==> src/design/k_smallest_selector_macros.svh <==
// Assertion macros shared by the selector RTL files.
`ifndef K_SMALLEST_SELECTOR_MACROS_SVH
`define K_SMALLEST_SELECTOR_MACROS_SVH
`ifndef SYNTHESIS
// Same-cycle implication, checked on every rising clk outside reset.
`define KSS_ASSERT_IMPL(lbl, ante, cons, msg) \
    lbl: assert property (@(posedge clk) disable iff (!rst_n) (ante) |-> (cons)) \
        else $error(msg);
// Next-cycle implication, checked on every rising clk outside reset.
`define KSS_ASSERT_NEXT(lbl, ante, cons, msg) \
    lbl: assert property (@(posedge clk) disable iff (!rst_n) (ante) |=> (cons)) \
        else $error(msg);
`else
`define KSS_ASSERT_IMPL(lbl, ante, cons, msg)
`define KSS_ASSERT_NEXT(lbl, ante, cons, msg)
`endif
`endif

==> src/design/kss_pkg.sv <==
// Shared types and constants of the k-smallest selector.
`timescale 1ns / 1ps
package kss_pkg;

    localparam int KEY_W   = 32;
    localparam int ID_W    = 32;
    localparam int ENTRY_W = KEY_W + ID_W;

    // Request codes carried on req_type.
    typedef enum logic {
        REQ_INSERT  = 1'b0,
        REQ_READOUT = 1'b1
    } req_t;

    // One held entry as it sits in the store.
    typedef struct packed {
        logic signed [KEY_W-1:0] key;
        logic [ID_W-1:0]         id;
    } entry_t;

    // Flags from the shared key comparator.
    typedef struct packed {
        logic le;
        logic eq;
    } cmp_res_t;

endpackage

==> src/design/k_smallest_selector.sv <==
// Top level of the k-smallest selector: sequencer, sorted store and result registers.
//
//  channel   | ports                                   | transfer
//  ----------+-----------------------------------------+---------------------------------
//  request   | start, busy, req_type, key, cand_id     | start high while busy low
//  result    | result_strobe, accepted, entry_valid,   | every cycle result_strobe is high
//            | out_key, out_id, last                   |
//  config    | cfg_we, cfg_wdata                       | every cycle cfg_we is high
//
// An insert into an empty store, and a readout of an empty store, finish at once and
// busy stays low. Any other insert walks the sorted store through the one RAM port
// pair and the shared comparator, one entry a cycle. A readout streams its entries
// with busy high, one entry a cycle from the registered RAM read. Reset clears the
// entry count and the mode; the store itself is never cleared, since only counted
// entries are read. The receiver cannot stall: each result shows for exactly one
// cycle.
`timescale 1ns / 1ps
`include "k_smallest_selector_macros.svh"
module k_smallest_selector #(
    parameter int K = 16
) (
    input  logic                             clk,
    input  logic                             rst_n,
    input  logic                             cfg_we,
    input  logic                             cfg_wdata,
    input  logic                             start,
    output logic                             busy,
    input  logic                             req_type,
    input  logic signed [kss_pkg::KEY_W-1:0] key,
    input  logic [kss_pkg::ID_W-1:0]         cand_id,
    output logic                             result_strobe,
    output logic                             accepted,
    output logic                             entry_valid,
    output logic signed [kss_pkg::KEY_W-1:0] out_key,
    output logic [kss_pkg::ID_W-1:0]         out_id,
    output logic                             last
);
    import kss_pkg::*;

    localparam int IW    = (K > 1) ? $clog2(K) : 1;
    localparam int CNT_W = $clog2(K + 1);
    localparam logic [IW-1:0]    IDX_LAST = IW'(K - 1);
    localparam logic [IW-1:0]    IDX_PREV = IW'((K > 1) ? K - 2 : 0);
    localparam logic [CNT_W-1:0] CNT_FULL = CNT_W'(K);

    typedef enum logic [2:0] {
        ST_IDLE,
        ST_CHECK,
        ST_DOWN,
        ST_UP_GROUP,
        ST_UP_SHIFT,
        ST_PLACE,
        ST_READ
    } state_t;

    state_t                  state_reg, state_next;
    logic [IW-1:0]           cur_reg, cur_next;
    logic [CNT_W-1:0]        count_reg, count_next;
    logic                    sel_reg, sel_next;
    logic signed [KEY_W-1:0] key_reg, key_next;
    logic [ID_W-1:0]         id_reg, id_next;
    logic signed [KEY_W-1:0] key0_reg, key0_next;
    logic                    strobe_reg, strobe_next;
    logic                    accepted_reg, accepted_next;
    logic                    entry_valid_reg, entry_valid_next;
    logic signed [KEY_W-1:0] out_key_reg, out_key_next;
    logic [ID_W-1:0]         out_id_reg, out_id_next;
    logic                    last_reg, last_next;

    logic                    wr_en;
    logic [IW-1:0]           wr_addr;
    entry_t                  wr_data;
    logic [IW-1:0]           rd_addr;
    logic [ENTRY_W-1:0]      ram_rdata;
    entry_t                  rd_entry;
    logic signed [KEY_W-1:0] cmp_b;
    cmp_res_t                cmp;
    logic                    full;
    logic [IW-1:0]           count_m1;
    logic [IW-1:0]           cur_inc;
    logic [IW-1:0]           cur_dec;
    logic                    fin;
    logic                    fin_acc;

    // Sorted store: ascending keys, equal keys oldest first.
    kss_ram #(
        .WIDTH (ENTRY_W),
        .DEPTH (K)
    ) u_store (
        .clk   (clk),
        .we    (wr_en),
        .waddr (wr_addr),
        .wdata (wr_data),
        .raddr (rd_addr),
        .rdata (ram_rdata)
    );

    assign rd_entry = entry_t'(ram_rdata);

    // The group walk compares against the smallest held key, every other step
    // against the new key.
    assign cmp_b = (state_reg == ST_UP_GROUP) ? key0_reg : key_reg;

    kss_cmp u_cmp (
        .a   (rd_entry.key),
        .b   (cmp_b),
        .res (cmp)
    );

    assign full     = (count_reg == CNT_FULL);
    assign count_m1 = IW'(count_reg - CNT_W'(1));
    assign cur_inc  = cur_reg + IW'(1);
    assign cur_dec  = cur_reg - IW'(1);

    // Sequencer: next state, store accesses and result values.
    always_comb
    begin
        state_next       = state_reg;
        cur_next         = cur_reg;
        count_next       = count_reg;
        sel_next         = cfg_we ? cfg_wdata : sel_reg;
        key_next         = key_reg;
        id_next          = id_reg;
        key0_next        = key0_reg;
        strobe_next      = 1'b0;
        accepted_next    = 1'b0;
        entry_valid_next = 1'b0;
        out_key_next     = '0;
        out_id_next      = '0;
        last_next        = 1'b0;
        wr_en            = 1'b0;
        wr_addr          = cur_reg;
        wr_data          = '{key: key_reg, id: id_reg};
        rd_addr          = cur_reg;
        fin              = 1'b0;
        fin_acc          = 1'b0;

        unique case (state_reg)
            ST_IDLE:
            begin
                if (start)
                begin
                    key_next = key;
                    id_next  = cand_id;
                    if (req_type == REQ_READOUT)
                    begin
                        if (count_reg == '0)
                        begin
                            strobe_next = 1'b1;
                            last_next   = 1'b1;
                        end
                        else
                        begin
                            rd_addr    = '0;
                            cur_next   = '0;
                            state_next = ST_READ;
                        end
                    end
                    else if (count_reg == '0)
                    begin
                        wr_en   = 1'b1;
                        wr_addr = '0;
                        wr_data = '{key: key, id: cand_id};
                        fin     = 1'b1;
                        fin_acc = 1'b1;
                    end
                    else if (!full)
                    begin
                        rd_addr    = count_m1;
                        cur_next   = count_m1;
                        state_next = ST_DOWN;
                    end
                    else
                    begin
                        rd_addr    = sel_reg ? '0 : IDX_LAST;
                        state_next = ST_CHECK;
                    end
                end
            end

            ST_CHECK:
            begin
                if (!sel_reg)
                begin
                    // Keeping the smallest: the worst entry is the last one.
                    if (!cmp.le)
                    begin
                        if (K == 1)
                        begin
                            wr_en   = 1'b1;
                            wr_addr = '0;
                            fin     = 1'b1;
                            fin_acc = 1'b1;
                        end
                        else
                        begin
                            rd_addr    = IDX_PREV;
                            cur_next   = IDX_PREV;
                            state_next = ST_DOWN;
                        end
                    end
                    else
                    begin
                        fin = 1'b1;
                    end
                end
                else
                begin
                    // Keeping the largest: the worst is the newest of the smallest keys.
                    key0_next = rd_entry.key;
                    if (cmp.le && !cmp.eq)
                    begin
                        if (K == 1)
                        begin
                            wr_en   = 1'b1;
                            wr_addr = '0;
                            fin     = 1'b1;
                            fin_acc = 1'b1;
                        end
                        else
                        begin
                            rd_addr    = IW'(1);
                            cur_next   = IW'(1);
                            state_next = ST_UP_GROUP;
                        end
                    end
                    else
                    begin
                        fin = 1'b1;
                    end
                end
            end

            ST_DOWN:
            begin
                // Move larger entries up one place until the new key's slot is found.
                if (!cmp.le)
                begin
                    wr_en   = 1'b1;
                    wr_addr = cur_inc;
                    wr_data = rd_entry;
                    if (cur_reg == '0)
                    begin
                        state_next = ST_PLACE;
                    end
                    else
                    begin
                        cur_next = cur_dec;
                        rd_addr  = cur_dec;
                    end
                end
                else
                begin
                    wr_en   = 1'b1;
                    wr_addr = cur_inc;
                    fin     = 1'b1;
                    fin_acc = 1'b1;
                end
            end

            ST_UP_GROUP:
            begin
                // Skip the group equal to the smallest key; its last member is evicted.
                if (cmp.le)
                begin
                    if (cur_reg == IDX_LAST)
                    begin
                        state_next = ST_PLACE;
                    end
                    else
                    begin
                        cur_next = cur_inc;
                        rd_addr  = cur_inc;
                    end
                end
                else
                begin
                    rd_addr    = cur_reg;
                    state_next = ST_UP_SHIFT;
                end
            end

            ST_UP_SHIFT:
            begin
                // Move entries not above the new key down one place over the evicted slot.
                wr_en   = 1'b1;
                wr_addr = cur_dec;
                if (cmp.le)
                begin
                    wr_data = rd_entry;
                    if (cur_reg == IDX_LAST)
                    begin
                        state_next = ST_PLACE;
                    end
                    else
                    begin
                        cur_next = cur_inc;
                        rd_addr  = cur_inc;
                    end
                end
                else
                begin
                    fin     = 1'b1;
                    fin_acc = 1'b1;
                end
            end

            ST_PLACE:
            begin
                wr_en   = 1'b1;
                wr_addr = cur_reg;
                fin     = 1'b1;
                fin_acc = 1'b1;
            end

            ST_READ:
            begin
                // One held entry per cycle in store order.
                strobe_next      = 1'b1;
                entry_valid_next = 1'b1;
                out_key_next     = rd_entry.key;
                out_id_next      = rd_entry.id;
                if (cur_reg == count_m1)
                begin
                    last_next  = 1'b1;
                    state_next = ST_IDLE;
                end
                else
                begin
                    cur_next = cur_inc;
                    rd_addr  = cur_inc;
                end
            end

            default:
            begin
                state_next = ST_IDLE;
            end
        endcase

        // Close an insert with its single result.
        if (fin)
        begin
            strobe_next   = 1'b1;
            last_next     = 1'b1;
            accepted_next = fin_acc;
            state_next    = ST_IDLE;
            if (fin_acc && !full)
            begin
                count_next = count_reg + CNT_W'(1);
            end
        end
    end

    // State, counters and result registers.
    always_ff @(posedge clk or negedge rst_n)
    begin
        if (!rst_n)
        begin
            state_reg       <= ST_IDLE;
            cur_reg         <= '0;
            count_reg       <= '0;
            sel_reg         <= 1'b0;
            key_reg         <= '0;
            id_reg          <= '0;
            key0_reg        <= '0;
            strobe_reg      <= 1'b0;
            accepted_reg    <= 1'b0;
            entry_valid_reg <= 1'b0;
            out_key_reg     <= '0;
            out_id_reg      <= '0;
            last_reg        <= 1'b0;
        end
        else
        begin
            state_reg       <= state_next;
            cur_reg         <= cur_next;
            count_reg       <= count_next;
            sel_reg         <= sel_next;
            key_reg         <= key_next;
            id_reg          <= id_next;
            key0_reg        <= key0_next;
            strobe_reg      <= strobe_next;
            accepted_reg    <= accepted_next;
            entry_valid_reg <= entry_valid_next;
            out_key_reg     <= out_key_next;
            out_id_reg      <= out_id_next;
            last_reg        <= last_next;
        end
    end

    assign busy          = (state_reg != ST_IDLE);
    assign result_strobe = strobe_reg;
    assign accepted      = accepted_reg;
    assign entry_valid   = entry_valid_reg;
    assign out_key       = out_key_reg;
    assign out_id        = out_id_reg;
    assign last          = last_reg;

    // The entry count never passes the store depth.
    `KSS_ASSERT_IMPL(a_count_bound, 1'b1, count_reg <= CNT_FULL, "entry count above K")
    // An insert result is always the only and last result of its request.
    `KSS_ASSERT_IMPL(a_insert_last, strobe_reg && !entry_valid_reg, last_reg,
        "insert result without last")
    // A kept candidate leaves a non-empty store.
    `KSS_ASSERT_IMPL(a_kept_nonempty, strobe_reg && accepted_reg, count_reg != '0,
        "candidate kept but store empty")
    // Readout entries come out in ascending key order, back to back.
    `KSS_ASSERT_NEXT(a_read_sorted, strobe_reg && entry_valid_reg && !last_reg,
        strobe_reg && entry_valid_reg && (out_key_reg >= $past(out_key_reg)),
        "readout not ascending or not contiguous")

endmodule

==> src/design/kss_ram.sv <==
// Generic simple dual-port RAM with registered read data.
`timescale 1ns / 1ps
module kss_ram #(
    parameter int WIDTH = 64,
    parameter int DEPTH = 16
) (
    input  logic                                     clk,
    input  logic                                     we,
    input  logic [((DEPTH > 1) ? $clog2(DEPTH) : 1)-1:0] waddr,
    input  logic [WIDTH-1:0]                         wdata,
    input  logic [((DEPTH > 1) ? $clog2(DEPTH) : 1)-1:0] raddr,
    output logic [WIDTH-1:0]                         rdata
);

    logic [WIDTH-1:0] mem [DEPTH];

    // Write port.
    always_ff @(posedge clk)
    begin
        if (we)
        begin
            mem[waddr] <= wdata;
        end
    end

    // Registered read port.
    always_ff @(posedge clk)
    begin
        rdata <= mem[raddr];
    end

endmodule

==> src/design/kss_cmp.sv <==
// Shared signed key comparator used by every step of the store walk.
`timescale 1ns / 1ps
module kss_cmp (
    input  logic signed [kss_pkg::KEY_W-1:0] a,
    input  logic signed [kss_pkg::KEY_W-1:0] b,
    output kss_pkg::cmp_res_t                res
);
    import kss_pkg::*;

    // Two signed compares give the le and eq flags.
    always_comb
    begin
        res.le = (a <= b);
        res.eq = (a == b);
    end

endmodule

==> config.mk <==
export PLATFORM = sky130hd
export DESIGN_NAME = k_smallest_selector
export DESIGN_NICKNAME = d
export VERILOG_FILES = /design/src/design/kss_pkg.sv /design/src/design/k_smallest_selector.sv /design/src/design/kss_ram.sv /design/src/design/kss_cmp.sv
export VERILOG_INCLUDE_DIRS = /design/src /design/src/design
export SDC_FILE = /design/constraint.sdc
export NUM_CORES = 1
export LEC_CHECK = 0
export BUFFER_PORTS_ARGS = -buffer_cell sky130_fd_sc_hd__buf_2
export CAP_MARGIN = 25
export CORE_ASPECT_RATIO = 0.9
export CORE_MARGIN = 5
export CORE_UTILIZATION = 62
export CTS_CLUSTER_DIAMETER = 30
export DETAILED_ROUTE_END_ITERATION = 10
export PLACE_DENSITY = 0.79
export SETUP_SLACK_MARGIN = 0.05
export SKIP_LAST_GASP = 1
export SYNTH_ARGS = -nofsm -noshare
export SYNTH_HDL_FRONTEND = slang
export SYNTH_SLANG_ARGS = --single-unit
==> constraint.sdc <==
create_clock -name clk -period 6.7 [get_ports clk]
set_input_delay 0.335 -clock clk [delete_from_list [all_inputs] [get_ports clk]]
set_output_delay 0.335 -clock clk [all_outputs]
set_load 0.02 [all_outputs]
==> qor.yml <==
status: "finished with violations"
violations: "DRC"
crit_type: "reg2reg"
grt_pass1_wl_um: 197700
clock_sinks: 1265
cts_buffers: 184
ys_ff_latch: 1265
final_area_um2: 59640
vias_per_cell: 6.614
tightest_slew_ns: 1.067
rows: 98
required_ns: 7.13
area_growth_pct: 19.18
fin_crit_sh: 0.8977
placedCellCount: 4164
first_iter_violations: 4291
arrival_ns: 6.44
yosysWarnings: 0
grt_antenna_before_repair: 1
final_max_slew_viol_count: 0
grt.overflow.total: 0
regMostFlops: "u_store.mem"
syn_avg_cell_area_um2: 16.30
cts-root-buf: "clkbuf_16"
syn_area_um2: 50050
setup_viol: 0
async_flop_share: 0.1399
whs_ns: 0.09067
path_max_fanout: 27
cts_resized: 0
ant_nets: 0
clkLatencyLatePin_ns: 0.78
hold_class: "in2reg"
dp_hpwl_um: 66570
synth_enable_flop_cells: 1024
dr.pass1.iters: 11
ys.flop_type: "edfxtp_1"
syn_inst: 3070
grt_max_degree: 91
drt_drc_violations_left: 1
finalCriticalPeriod_ns: 6.015
multi_input_area_um2: 12630
num-nets-final: 3477
fillers: 4341
clock_skew_ns: 0.05042
drive_gt1_frac: 0.1806
track_usage: 0.3091
synth_cell_type_count: 75
clk_pin_slew_ns: 0.05
grt_pass1_vias: 31181
die_w_um: 309.5
final_cell_count_no_fill: 4584
routabilityCongestion: 0.9181
rsz0062_at_grt: "no"
reg_top3: "u_store.mem (1024), u_store.rdata (64)"
vias: 30319
syn-num-nets: 3177
io_pins: 139
final_common_cell: "edfxtp_1"
hold_violations: 0
cts.path.max_buffers: 3
setup_tns_ns: 0
wirelength_um: 134800
coreArea_um2: 79700
largest_reg_flops: 1024
die_area_um2: 86510
critPathCaptureType: "flop"
portBuffers: 138
drv_cap: 0
timing.fmax_mhz: 166.3
cts_tree: "yes"
die_h_um: 279.5
slew_headroom: 0.2867
ys_seq_area_frac: 0.7285
regArea_um2: 36460
htreeDepth: 4
placed_cell_area_um2: 52360
initial_core_util: 0.6279
start_kind: "flop"
avgRoutedWirePerCell_um: 29.41
final_cell_mix: "1024 x edfxtp_1, 544 x mux2i_1, 257 x a22oi_1"
-- layer usage --
layer | track usage | share of wire | vias to the layer above | routed length (um)
li1 | - | - | 12666 | -
met2 | 0.5032 | 0.48 | 2142 | 65320
met5 | 0 | 0.000082 | - | 11
met1 | 0.4150 | 0.37 | 15140 | 49850
met4 | 0.1194 | 0.034 | 2 | 4618
met3 | 0.06826 | 0.11 | 369 | 15000
-- cells by family after synthesis --
family                     after synthesis  synth area share
AOI/OAI and AO/OA                      446           0.06953
muxes                                  579            0.1167
xor gates and xnor gates                14          0.003025
adders and majority gates               37          0.009250
buffers and inverters                  250           0.02270
and+or+nand+nor                        479           0.05028
DFF                                   1265            0.7285
-- cells in the mapped netlist, drive strengths merged (8+ instances only) --
master	count	area [um^2]
xnor2	10	87.58
a22oi	257	1929
dfxtp	64	1281
o21ai	28	140.1
a222oi	64	640.6
inv	75	281.5
nand3	10	50.05
clkbuf	77	289.0
and2	67	419.2
a211oi	8	102.6
dfrtp	177	4429
mux2	35	394.1
edfxtp	1024	30750
a21oi	36	183.9
nand2	235	889.6
buf	98	565.5
and4	68	595.6
nand4	11	75.07
mux2i	544	5445
ha	37	462.9
nor3	9	50.05
nand2b	10	62.56
nor2	48	187.7
-- worst paths after layout --
| check | from | to | slack (ns) | cells past startpoint |
|---|---|---|---|---|
| setup / recovery | state_reg[1] | u_store.mem[12][31] | 0.69 | 17 |
| hold / removal | req_type | result_strobe | 0.09 | 3 |
| setup reg to reg | state_reg[1] | u_store.mem[12][31] | 0.69 | 17 |
| hold reg to reg | u_store.rdata[21] | out_id[21] | 0.48 | 1 |
| max in group asynchronous | rst_n | state_reg[0] | 5.12 | 3 |
| min in group asynchronous | rst_n | key0_reg[7] | 0.21 | 2 |
-- repair_timing --
action,in CTS,in global routing
hold buffers,67,0
endpoints found under the hold margin,152,0
buffers inserted,0,0
-- area by class of cell --
| type | instances | area share |
|---|---|---|
| clock inverters | 146 | 0.02979 |
| clock buffers | 203 | 0.08013 |
| flip-flops and latches | 1265 | 0.6113 |
| well taps | 1050 | 0.02203 |
| repair buffers | 289 | 0.04017 |
| multi-input cells | 1555 | 0.2118 |
| inverters | 75 | 0.004720 |
| diodes | 1 | 0.00004196 |
-- through the flow --
stage | util | setup slack [ns]
2_1_floorplan | - | 1.589
3_3_place_gp | 0.6558 | 1.012
3_5_place_dp | 0.6569 | 0.8976
4_1_cts | 0.7476 | 0.8501
5_1_grt | 0.7483 | 0.4953
6_report | 0.7484 | 0.6854
-- critical path: stages (launching register included) --
cell and delay [ns]:
dfrtp_1 0.64, nor2b_1 0.24, and2_2 0.57, buf_4 0.29, mux2i_1 0.20, ha_1 0.26
a21o_1 0.16, nand3_1 0.08, a21oi_1 0.13, o31a_1 0.35, o31ai_4 0.48, nor2_4 0.15
a21oi_1 0.19, nand2_2 0.43, buf_4 0.51, buf_4 0.25, a222oi_1 0.38, inv_1 0.31
Power is not shown: default switching activity piles up to over one toggle a cycle in this logic, so the estimate is an artifact.
